<file path="config.mk">
export PLATFORM = sky130hd
export DESIGN_NAME = sprite_quad_batcher
export DESIGN_NICKNAME = d
export VERILOG_FILES = /design/src/sv/sqb_pkg.sv /design/src/sv/sqb_cell.sv /design/src/sv/sqb_emitter.sv /design/src/sv/sprite_quad_batcher.sv
export SDC_FILE = /design/constraint.sdc
export NUM_CORES = 2
export LEC_CHECK = 0
export ABC_AREA = 1
export BUFFER_PORTS_ARGS = -buffer_cell sky130_fd_sc_hd__buf_2
export CORE_MARGIN = 1
export CORE_UTILIZATION = 45
export DETAILED_ROUTE_END_ITERATION = 6
export GPL_TIMING_DRIVEN = 1
export REMOVE_ABC_BUFFERS = 1
export SLEW_MARGIN = 25
export SYNTH_ARGS = -nofsm -noshare
export SYNTH_HDL_FRONTEND = slang
export SYNTH_SLANG_ARGS = --single-unit
export TNS_END_PERCENT = 50
</file>
<file path="constraint.sdc">
create_clock -name clock -period 226.1 [get_ports clock]
set_input_delay 45.22 -clock clock [delete_from_list [all_inputs] [get_ports clock]]
set_output_delay 45.22 -clock clock [all_outputs]
set_load 0.05 [all_outputs]
</file>
<file path="src/sv/sqb_pkg.sv">
// Package for the sprite quad batcher: sizes, limits, state codes and the
// structs that travel between the slot cells, the control logic and the vertex emitter.
// Depends on nothing.
`timescale 1ns / 1ps

package sqb_pkg;

   // Sizing of the texture slot chain and the batch index counter
   localparam int TEXTURE_SLOTS = 32;
   localparam int MAX_QUADS     = 8192;
   localparam int TABLE_DEPTH   = 32;
   localparam int SLOT_LIMIT    = (TEXTURE_SLOTS > TABLE_DEPTH) ? TABLE_DEPTH :
                                  ((TEXTURE_SLOTS < 1) ? 1 : TEXTURE_SLOTS);
   localparam int COUNT_W       = $clog2(TABLE_DEPTH + 1);
   localparam int POS_W         = $clog2(TABLE_DEPTH);
   localparam int SLOT_W        = 6;
   localparam int INDEX_W       = 16;
   localparam int INDEX_STEP    = 6;
   localparam int INDEX_LIMIT   = MAX_QUADS * INDEX_STEP;
   localparam int WORD_W        = 32;
   localparam int CORNERS       = 4;
   localparam int CORNER_W      = 2;
   localparam int REQ_W         = 11 * WORD_W;
   localparam int RSP_W         = 184;
   localparam int RSP_PAD_W     = RSP_W - 5 * WORD_W - SLOT_W - INDEX_W;

   // Front-end sequencer states
   typedef enum logic [1:0] {
      ST_IDLE,
      ST_LOOK,
      ST_RESOLVE
   } state_type;

   // One sprite as packed in req_tdata, first field in the lowest bits
   typedef struct packed {
      logic [WORD_W-1:0]        uv_corner3;
      logic [WORD_W-1:0]        uv_corner2;
      logic [WORD_W-1:0]        uv_corner1;
      logic [WORD_W-1:0]        uv_corner0;
      logic [WORD_W-1:0]        tex_id;
      logic [WORD_W-1:0]        rgba;
      logic signed [WORD_W-1:0] height;
      logic signed [WORD_W-1:0] width;
      logic signed [WORD_W-1:0] pos_z;
      logic signed [WORD_W-1:0] pos_y;
      logic signed [WORD_W-1:0] pos_x;
   } sprite_type;

   // One vertex as packed in rsp_tdata, first field in the lowest bits
   typedef struct packed {
      logic [RSP_PAD_W-1:0]     pad;
      logic [INDEX_W-1:0]       flushed_indices;
      logic [SLOT_W-1:0]        slot;
      logic [WORD_W-1:0]        vert_uv;
      logic [WORD_W-1:0]        vert_color;
      logic signed [WORD_W-1:0] vert_z;
      logic signed [WORD_W-1:0] vert_y;
      logic signed [WORD_W-1:0] vert_x;
   } vertex_type;

   // Control broadcast to every slot cell
   typedef struct packed {
      logic               shift;
      logic               look;
      logic [COUNT_W-1:0] count;
      logic [WORD_W-1:0]  query;
   } cell_ctrl_type;

   // Resolved quad handed to the emitter
   typedef struct packed {
      logic [SLOT_W-1:0]                slot;
      logic                             flush;
      logic [INDEX_W-1:0]               flushed;
      logic [WORD_W-1:0]                x0;
      logic [WORD_W-1:0]                x1;
      logic [WORD_W-1:0]                y0;
      logic [WORD_W-1:0]                y1;
      logic [WORD_W-1:0]                z;
      logic [WORD_W-1:0]                color;
      logic [CORNERS-1:0][WORD_W-1:0]   uv;
   } quad_type;

endpackage

</file>
<file path="src/sv/sqb_cell.sv">
// One cell of the texture slot chain: holds one texture id, passes it to its
// neighbour when a new id is pushed in, and registers its own match flag.
// Depends on sqb_pkg.
`timescale 1ns / 1ps

module sqb_cell (
   input  logic                      clock,
   input  logic                      reset,
   input  logic [sqb_pkg::POS_W-1:0] cell_index,
   input  sqb_pkg::cell_ctrl_type    ctrl,
   input  logic [sqb_pkg::WORD_W-1:0] shift_in,
   output logic [sqb_pkg::WORD_W-1:0] entry,
   output logic                      match
);

   logic [sqb_pkg::WORD_W-1:0] entry_ff;
   logic                       match_ff;
   logic                       match_in;

   // Entry is live only below the fill count; cell 0 holds the newest id
   assign match_in = (entry_ff == ctrl.query) &&
                     ({1'b0, cell_index} < ctrl.count);

   // Stored id, moves one place along on every push
   always_ff @(posedge clock) begin
      if (ctrl.shift) begin
         entry_ff <= shift_in;
      end
   end

   // Match flag, taken in the look cycle and held until the next one
   always_ff @(posedge clock) begin
      if (reset) begin
         match_ff <= 1'b0;
      end else if (ctrl.look) begin
         match_ff <= match_in;
      end
   end

   assign entry = entry_ff;
   assign match = match_ff;

endmodule

</file>
<file path="src/sv/sqb_emitter.sv">
// Vertex emitter: holds one resolved quad and sends its four vertices in the
// order bottom-left, top-left, top-right, bottom-right on the result stream.
// Depends on sqb_pkg.
`timescale 1ns / 1ps

module sqb_emitter (
   input  logic                     clock,
   input  logic                     reset,
   input  logic                     load,
   input  sqb_pkg::quad_type        load_data,
   output logic                     load_ready,
   output logic                     rsp_tvalid,
   input  logic                     rsp_tready,
   // vert_x, vert_y, vert_z, vert_color, vert_uv, slot, flushed_indices, zero pad
   output logic [sqb_pkg::RSP_W-1:0] rsp_tdata,
   // flush_before
   output logic [0:0]               rsp_tuser,
   output logic                     rsp_tlast
);

   localparam logic [sqb_pkg::CORNER_W-1:0] LastCorner =
      sqb_pkg::CORNER_W'(sqb_pkg::CORNERS - 1);
   localparam logic [sqb_pkg::CORNER_W-1:0] FirstCorner = '0;

   sqb_pkg::quad_type                 quad_ff;
   logic                              busy_ff;
   logic                              busy_in;
   logic [sqb_pkg::CORNER_W-1:0]      corner_ff;
   logic [sqb_pkg::CORNER_W-1:0]      corner_in;
   logic                              xfer;
   logic                              first;
   sqb_pkg::vertex_type               vert;

   assign xfer       = busy_ff && rsp_tready;
   assign load_ready = !busy_ff || (rsp_tready && (corner_ff == LastCorner));
   assign first      = (corner_ff == FirstCorner);

   // Corner sequencing
   always_comb begin
      busy_in   = busy_ff;
      corner_in = corner_ff;
      if (xfer) begin
         corner_in = corner_ff + 1'b1;
         if (corner_ff == LastCorner) begin
            busy_in = 1'b0;
         end
      end
      if (load) begin
         busy_in   = 1'b1;
         corner_in = FirstCorner;
      end
   end

   always_ff @(posedge clock) begin
      if (reset) begin
         busy_ff   <= 1'b0;
         corner_ff <= FirstCorner;
      end else begin
         busy_ff   <= busy_in;
         corner_ff <= corner_in;
      end
   end

   // Quad payload
   always_ff @(posedge clock) begin
      if (load) begin
         quad_ff <= load_data;
      end
   end

   // Vertex select: right edge for corners 2 and 3, top edge for corners 1 and 2
   always_comb begin
      vert                 = '0;
      vert.vert_x          = corner_ff[1] ? quad_ff.x1 : quad_ff.x0;
      vert.vert_y          = (corner_ff[1] ^ corner_ff[0]) ? quad_ff.y1 : quad_ff.y0;
      vert.vert_z          = quad_ff.z;
      vert.vert_color      = quad_ff.color;
      vert.vert_uv         = quad_ff.uv[corner_ff];
      vert.slot            = quad_ff.slot;
      vert.flushed_indices = first ? quad_ff.flushed : '0;
   end

   assign rsp_tvalid   = busy_ff;
   assign rsp_tdata    = vert;
   assign rsp_tuser[0] = first && quad_ff.flush;
   assign rsp_tlast    = (corner_ff == LastCorner);

endmodule

</file>
<file path="src/sv/sprite_quad_batcher.sv">
// Path: a taken sprite passes the look and resolve states, then loads into the emitter,
//   which offers its first vertex on rsp_tdata; resolve waits for load_ready.
// Overlap: the next lookup runs during the four vertex transfers, which pace sprites.
// Reset: synchronous; clears slot count, index count, sequencer and emitter.
//   The slot cells keep their ids, which read as dead until refilled; no clearing pass.
`timescale 1ns / 1ps

module sprite_quad_batcher (
   input  logic                      clock,
   input  logic                      reset,
   input  logic                      req_tvalid,
   output logic                      req_tready,
   // pos_x, pos_y, pos_z, width, height, rgba, tex_id, uv_corner0..uv_corner3
   input  logic [sqb_pkg::REQ_W-1:0] req_tdata,
   output logic                      rsp_tvalid,
   input  logic                      rsp_tready,
   // vert_x, vert_y, vert_z, vert_color, vert_uv, slot, flushed_indices, zero pad
   output logic [sqb_pkg::RSP_W-1:0] rsp_tdata,
   // flush_before
   output logic [0:0]                rsp_tuser,
   output logic                      rsp_tlast
);

   localparam logic [sqb_pkg::COUNT_W-1:0] SlotLimit =
      sqb_pkg::COUNT_W'(sqb_pkg::SLOT_LIMIT);
   localparam logic [sqb_pkg::INDEX_W:0] IndexLimit =
      (sqb_pkg::INDEX_W + 1)'(sqb_pkg::INDEX_LIMIT);
   localparam logic [sqb_pkg::INDEX_W:0] IndexStep =
      (sqb_pkg::INDEX_W + 1)'(sqb_pkg::INDEX_STEP);

   sqb_pkg::state_type                 state_ff;
   sqb_pkg::state_type                 state_in;
   sqb_pkg::sprite_type                sprite_ff;
   logic [sqb_pkg::COUNT_W-1:0]        count_ff;
   logic [sqb_pkg::COUNT_W-1:0]        count_in;
   logic [sqb_pkg::INDEX_W-1:0]        index_ff;
   logic [sqb_pkg::INDEX_W-1:0]        index_in;

   sqb_pkg::cell_ctrl_type             ctrl;
   logic [sqb_pkg::TABLE_DEPTH-1:0][sqb_pkg::WORD_W-1:0] entry;
   logic [sqb_pkg::TABLE_DEPTH-1:0]    match;

   logic                               take;
   logic                               look;
   logic                               fire;
   logic                               load_ready;
   logic                               hit;
   logic                               untextured;
   logic                               miss;
   logic                               flush;
   logic [sqb_pkg::POS_W-1:0]          hit_pos;
   logic [sqb_pkg::INDEX_W-1:0]        index_base;
   logic [sqb_pkg::INDEX_W:0]          index_sum;
   sqb_pkg::quad_type                  quad;

   // Next state
   always_comb begin
      state_in = state_ff;
      unique case (state_ff)
         sqb_pkg::ST_IDLE:    if (req_tvalid) state_in = sqb_pkg::ST_LOOK;
         sqb_pkg::ST_LOOK:    state_in = sqb_pkg::ST_RESOLVE;
         sqb_pkg::ST_RESOLVE: if (load_ready) state_in = sqb_pkg::ST_IDLE;
         default:             state_in = sqb_pkg::ST_IDLE;
      endcase
   end

   // State outputs
   always_comb begin
      req_tready = 1'b0;
      look       = 1'b0;
      fire       = 1'b0;
      unique case (state_ff)
         sqb_pkg::ST_IDLE:    req_tready = 1'b1;
         sqb_pkg::ST_LOOK:    look       = 1'b1;
         sqb_pkg::ST_RESOLVE: fire       = load_ready;
         default:             req_tready = 1'b0;
      endcase
   end

   assign take = req_tvalid && req_tready;

   always_ff @(posedge clock) begin
      if (reset) begin
         state_ff <= sqb_pkg::ST_IDLE;
      end else begin
         state_ff <= state_in;
      end
   end

   // Captured sprite
   always_ff @(posedge clock) begin
      if (take) begin
         sprite_ff <= sqb_pkg::sprite_type'(req_tdata);
      end
   end

   // Slot cell chain: cell 0 takes the new id, the rest pass theirs along
   assign ctrl.shift = fire && miss;
   assign ctrl.look  = look;
   assign ctrl.count = count_ff;
   assign ctrl.query = sprite_ff.tex_id;

   for (genvar i = 0; i < sqb_pkg::TABLE_DEPTH; i++) begin : g_cell
      if (i == 0) begin : g_head
         sqb_cell u_cell (
            .clock      (clock),
            .reset      (reset),
            .cell_index (sqb_pkg::POS_W'(i)),
            .ctrl       (ctrl),
            .shift_in   (sprite_ff.tex_id),
            .entry      (entry[i]),
            .match      (match[i])
         );
      end else begin : g_body
         sqb_cell u_cell (
            .clock      (clock),
            .reset      (reset),
            .cell_index (sqb_pkg::POS_W'(i)),
            .ctrl       (ctrl),
            .shift_in   (entry[i-1]),
            .entry      (entry[i]),
            .match      (match[i])
         );
      end
   end

   // Hit position: ids in the chain are unique, so at most one flag is set
   always_comb begin
      hit_pos = '0;
      for (int i = 0; i < sqb_pkg::TABLE_DEPTH; i++) begin
         if (match[i]) begin
            hit_pos = hit_pos | sqb_pkg::POS_W'(i);
         end
      end
   end

   assign hit        = |match;
   assign untextured = (sprite_ff.tex_id == '0);
   assign miss       = !untextured && !hit;
   assign flush      = miss && (count_ff >= SlotLimit);

   // Fill count after this sprite
   always_comb begin
      count_in = count_ff;
      if (miss) begin
         count_in = flush ? sqb_pkg::COUNT_W'(1) : count_ff + 1'b1;
      end
   end

   // Batch index count, restarts on flush, saturates at the limit
   assign index_base = flush ? '0 : index_ff;
   assign index_sum  = {1'b0, index_base} + IndexStep;
   assign index_in   = (index_sum > IndexLimit) ? IndexLimit[sqb_pkg::INDEX_W-1:0] :
                                                  index_sum[sqb_pkg::INDEX_W-1:0];

   always_ff @(posedge clock) begin
      if (reset) begin
         count_ff <= '0;
         index_ff <= '0;
      end else if (fire) begin
         count_ff <= count_in;
         index_ff <= index_in;
      end
   end

   // Resolved quad; a hit at chain place p was the (count-p)th id pushed
   always_comb begin
      quad.flush   = flush;
      quad.flushed = flush ? index_ff : '0;
      if (untextured) begin
         quad.slot = '0;
      end else if (hit) begin
         quad.slot = sqb_pkg::SLOT_W'(count_ff - {1'b0, hit_pos});
      end else begin
         quad.slot = sqb_pkg::SLOT_W'(count_in);
      end
      quad.x0    = sprite_ff.pos_x;
      quad.x1    = sprite_ff.pos_x + sprite_ff.width;
      quad.y0    = sprite_ff.pos_y;
      quad.y1    = sprite_ff.pos_y + sprite_ff.height;
      quad.z     = sprite_ff.pos_z;
      quad.color = sprite_ff.rgba;
      quad.uv[0] = sprite_ff.uv_corner0;
      quad.uv[1] = sprite_ff.uv_corner1;
      quad.uv[2] = sprite_ff.uv_corner2;
      quad.uv[3] = sprite_ff.uv_corner3;
   end

   sqb_emitter u_emitter (
      .clock      (clock),
      .reset      (reset),
      .load       (fire),
      .load_data  (quad),
      .load_ready (load_ready),
      .rsp_tvalid (rsp_tvalid),
      .rsp_tready (rsp_tready),
      .rsp_tdata  (rsp_tdata),
      .rsp_tuser  (rsp_tuser),
      .rsp_tlast  (rsp_tlast)
   );

endmodule

</file>
* Yosys cells after proc, flatten, opt, wreduce, memory -nomap -nowiden
Cells that the tools add are included.
** Operators by class
- Add/subtract/negate cells :: 6
- Multiply operators :: 0
- Div/mod/pow operators :: 0
- $lt $le $gt $ge :: 35
- Eq/ne operators :: 37
- Shift operators :: 0
- Muxes and demuxes :: 122
- Bitwise operators :: 1
- Reduce and logical (&&, ||, !) cells :: 54
** Operators with widths (count)
- 32-bit == test :: 32
- 5-bit by 6-bit less-than comparator with 1-bit output, first input constant :: 16
- 32-bit two-way mux :: 3
- 16-bit two-way mux :: 5
- 5-bit two-way mux :: 16
- 1-bit two-way mux :: 72
- 32-bit adder :: 2
- 32-bit binary-select mux with 2-bit select :: 1
- 4-bit by 6-bit less-than comparator with 1-bit output, first input constant :: 8
- 1-bit logical AND :: 39
- 6-bit two-way mux :: 6
- 32-bit zero test :: 1
- 4-bit two-way mux :: 8
- 32-bit OR reduction :: 1
- 3-bit by 6-bit less-than comparator with 1-bit output, first input constant :: 4
- 16-bit by 3-bit adder with 17-bit output, second input constant :: 1
- 17-bit by 16-bit greater-than comparator with 1-bit output, second input constant :: 1
- 1-bit by 6-bit less-than comparator with 1-bit output, first input constant :: 2
- 2-bit by 6-bit less-than comparator with 1-bit output, first input constant :: 2
- 2-bit two-way mux :: 6
- 3-bit two-way mux :: 4
- 2-bit nonzero test :: 4
- 6-bit by 1-bit adder with 6-bit output, second input constant :: 1
- 6-bit >= comparator, second input constant :: 1
- 13 further kinds :: 19
** Word-level totals
- Register bits :: 1778
- Latch bits :: 0
- RAM bits :: 0
- ROM bits :: 0
- Bits of input ports :: 356
- Output and inout bits :: 188
- Logic and storage cells :: 348
- Memories :: 0

* Longest topological paths before layout
- Depth after elaboration :: 34
- Gate-level depth with buffers :: 26
- Gate-level depth less buffers :: 21

* Hierarchy
From an unflattened synthesis, not the netlist that was laid out.
** Second synthesis, totals
- Cell total of the unflattened synthesis :: 9174
- Area, all modules :: 85689.7 µm²
** By module, submodules not included
- sqb_cell at g_cell[16].g_body.u_cell ... :: instances 25, cells each 210, area an instance 1744.2 µm², seq. area each 980.9 µm²
- sprite_quad_batcher :: instances 1, cells each 1274, area an instance 16101.7 µm², seq. area each 11050.6 µm²
- sqb_emitter :: instances 1, cells each 1054, area an instance 13467.9 µm², seq. area each 10359.9 µm²
- sqb_cell at g_cell[0].g_head.u_cell ... :: instances 7, cells each 228, area an instance 1788.0 µm², seq. area each 980.9 µm²

* Worst setup path before layout
OpenSTA, ideal clock, no wires.
- Kind :: input to register
- Start :: input port rsp_tready
- End :: register g_cell[0].g_head.u_cell.entry_ff (netlist bit g_cell[0].g_head.u_cell.entry[0]), enable pin
- Library setup time :: 2444 ps
- Data arrival time :: 118328 ps
- Required time :: 223656 ps
- Path slack :: 105328 ps
- Stages on the path :: 6
- Path buffers :: 0
- Cell sequence :: nand2_1 -> nand2_1 -> inv_1 -> nor3_1 -> inv_1 -> nor2_1
** RTL lines
- from (decl) :: RTL line sprite_quad_batcher.sv:16 : input logic rsp_tready,
- to (signal assigned) :: RTL line sqb_cell.sv:27 : entry_ff <= shift_in;
- to (decl) :: RTL line sqb_cell.sv:16 : logic [sqb_pkg::WORD_W-1:0] entry_ff;

==> results.md <==
* First-pass iteration count of the detailed router at 6
* Sequential share of power at 51.0%
* Cts hold-fix bufs at 0
* P_int at 568 µW
* Tcrit/Tclk final at 21.9%
* Clock Power Share at 41.1%
* First-pass GRT wire length at 323000 µm
* Design Area, Final at 0.0838 mm²
* Final setup fails at 0
* Share of cells above drive strength 1 at 16.9%
* Post-Layout Cell Count at 8113
* Num CTS Buffers at 182
* Initial antenna violation count at 33
* Max_slew headroom at 25.5%
* Post-DP HPWL at 155000 µm
* Ports at 544
* Worst EP arrival at 50000 ps
* Tmin final at 49550 ps
* Drt wl/cell at 28.7 µm
* Hold path depth at 0
* Mapped Cells at 5241
* Depth of the most critical reg-to-reg path at 16
* # rows at 147
* CTS tree: yes
* VDD IR max at 0.00711 mV
* Initial Util at 45.3%
* Total GRT Usage at 27.9%
* PostCTS Resize Cnt at 0
* Psw at 182 µW
* Routed vias at 47400
* Outcome: finished, final reports clean
* Clock H-tree levels at 4
* Fin util at 52.2%
* Synthesized area at 0.0727 mm²
* Start point of the worst hold path: quad[87]
* Routed WL at 233000 µm
* Startpoint types: input pin
* Tot Pwr at 749 µW
* PwrDens at 8.95 mW/mm²
* Largest net degree at the start of global routing at 208
* R2r setup slk at 218650 ps
* ANT nets after route at 0
* Leak at 29.6 nW
* Core Area at 0.160 mm²
* Grt ovf at 0
* Vias per cell at 5.84
* Slew at the pin closest to its max-slew limit at 1120 ps
* Die ar. at 0.163 mm²
* TritonCTS Sinks at 1778
* Layout Skew at 63.5 ps
* Combinational group share of total power at 7.9%
* Unrepaired setup endpoints after global routing: no
* Port Buffers at 541
* Area grow syn2layout at 15.3%
* Nets@finish at 6213
* Post-synth EDFFs at 1719
* Die Ht at 404 µm
* Hold Path Sink: u_emitter.quad_ff[87]
* YS warnings at 0
* Hold/Removal Path Class: register to register
* Die W at 404 µm
* Final Hold Fails at 0
* CP max FO at 153
* Mean Syn Cell Area at 13.9 µm²
* WP data required at 226550 ps
* Pins over their slew limit at 0
* Clk_lat worst skew at 840 ps
* Primary FF master, synth: edfxtp_1
* Register area share after synthesis at 72.6%
* #FFs+latches synth at 1778
* Sw Share at 24.2%
* Setup Buffers After CTS at 0
* Dpl cell area at 0.0775 mm²
* Crit Reg-Reg Endpoint: g_cell[1].g_body.u_cell.entry[8]
* Placed cells at 7755
* CP Class: input pin to register
* Max Clk Rate at 20.2 MHz
* Drt initial violations at 6006
* CTS max path bufs at 3
* Post-synth cell types at 72
* Setup TNS at 0 ps
* Reg-to-Reg Start: ctrl[18]
* Most common cell after layout, fill and taps aside: edfxtp_1
* Clock root cell: clkbuf_16
* Setup crit end kind: register
* Number of global-route vias before repair at 44900
* Reg clk slew, reported paths at 60 ps
* Most frequent cells in the layout: edfxtp_1, nand2_1, buf_2
* Max cap viols at 0
* DR DRC count at 0
* Post-synth ARST share at 0%
* GP Congestion at 0.946
-- power by group through the flow --
stage | combinational (mW) | clock (mW) | sequential (mW)
floorplan | 0.0310 | 0 | 0.405
global placement | 0.0571 | 0 | 0.389
detailed placement | 0.0575 | 0 | 0.389
CTS | 0.0578 | 0.311 | 0.382
global route | 0.0623 | 0.323 | 0.383
finish | 0.0591 | 0.308 | 0.382
-- logic make-up (layout without fill, tap and decap cells) --
| kind of cell | Yosys count | in the layout | synth area share (%) |
|---|---|---|---|
| and+or+nand+nor | 1448 | 1448 | 8.85 |
| buffers and inverters | 536 | 1231 | 3.39 |
| xor gates and xnor gates | 468 | 468 | 5.65 |
| AOI/OAI and AO/OA | 935 | 935 | 8.14 |
| DFF | 1778 | 1778 | 72.6 |
| other | 1 | 18 | 0.00516 |
| adders and majority gates | 75 | 75 | 1.32 |
-- how the worst max path moves through the flow --
stage | start | end | slack, ps | cells after the start
after floorplan | rsp_tready | g_cell[0].g_head.u_cell.entry[0] | 105330 | 6
after global placement | rsp_tready | g_cell[0].g_head.u_cell.entry[16] | 175950 | 11
after detailed placement | rsp_tready | g_cell[0].g_head.u_cell.entry[10] | 175900 | 11
after CTS | rsp_tready | g_cell[0].g_head.u_cell.entry[13] | 176810 | 11
after global routing | rsp_tready | g_cell[0].g_head.u_cell.entry[13] | 176410 | 12
final | rsp_tready | g_cell[1].g_body.u_cell.entry[8] | 176550 | 12
-- synth_stat cells, types with 21 or more instances --
master	number	area (µm²)
a2111oi_0	21	184
a21oi_1	98	490
a221oi_1	38	333
a22o_1	94	823
buf_1	43	161
buf_2	22	110
buf_4	73	548
clkbuf_1	143	537
dfxtp_1	59	1180
edfxtp_1	1719	51600
ha_1	72	901
inv_1	213	800
nand2_1	773	2900
nand3_1	69	345
nand4_1	83	519
nor2_1	264	991
nor3_1	36	180
nor4_1	144	901
o2111ai_1	28	245
o21ai_0	346	1730
o22ai_1	197	1230
xnor2_1	210	1840
xor2_1	257	2250
-- state kept, by name, indices dropped and copies added (netlist names), 6 cells and up --
name and cells:
g_cell.g_body.u_cell.entry 992, u_emitter.quad_ff 273, quad 256, u_emitter.rsp_tdata 70, sprite_ff 64, ctrl 32, g_cell.g_head.u_cell.entry 32, g_cell.g_body.u_cell.match 31
index_ff 16, count_ff 6
-- stage by stage --
stage	setup slack [ps]	hold WS, ps
floorplan	105330	400
global placement	175950	401
detailed placement	175900	405
CTS	176810	410
global route	176410	414
finish	176550	408
-- worst max-delay path, cell delays in order --
cell	delay (ps)
buf_2	190
nand2_1	80
nand2_1	130
inv_1	80
nor3_2	210
inv_1	220
nor2_4	210
buf_12	530
buf_12	420
buf_16	530
buf_4	860
buf_4	840
-- layout make-up --
class | count | area, µm²
fillers | 13500 | 76600
flip-flops and latches | 1778 | 52800
multi-input cells | 2928 | 17500
clock buffers | 234 | 4930
repair buffers | 650 | 3650
well taps | 2160 | 2700
clock inverters | 105 | 1250
inverters | 242 | 947
diodes | 16 | 40.0
-- per-layer routing --
| metal | track usage [%] | up-vias | share of wire, % | routed length (µm) |
|---|---|---|---|---|
| li1 | - | 20500 | - | - |
| met5 | 0 | - | 0.057 | 132 |
| met4 | 13.0 | 20 | 5.0 | 11600 |
| met2 | 43.3 | 3085 | 45 | 105000 |
| met1 | 36.5 | 23200 | 38 | 87700 |
| met3 | 7.68 | 600 | 12 | 27700 |
(Power assumes the default switching activity.)
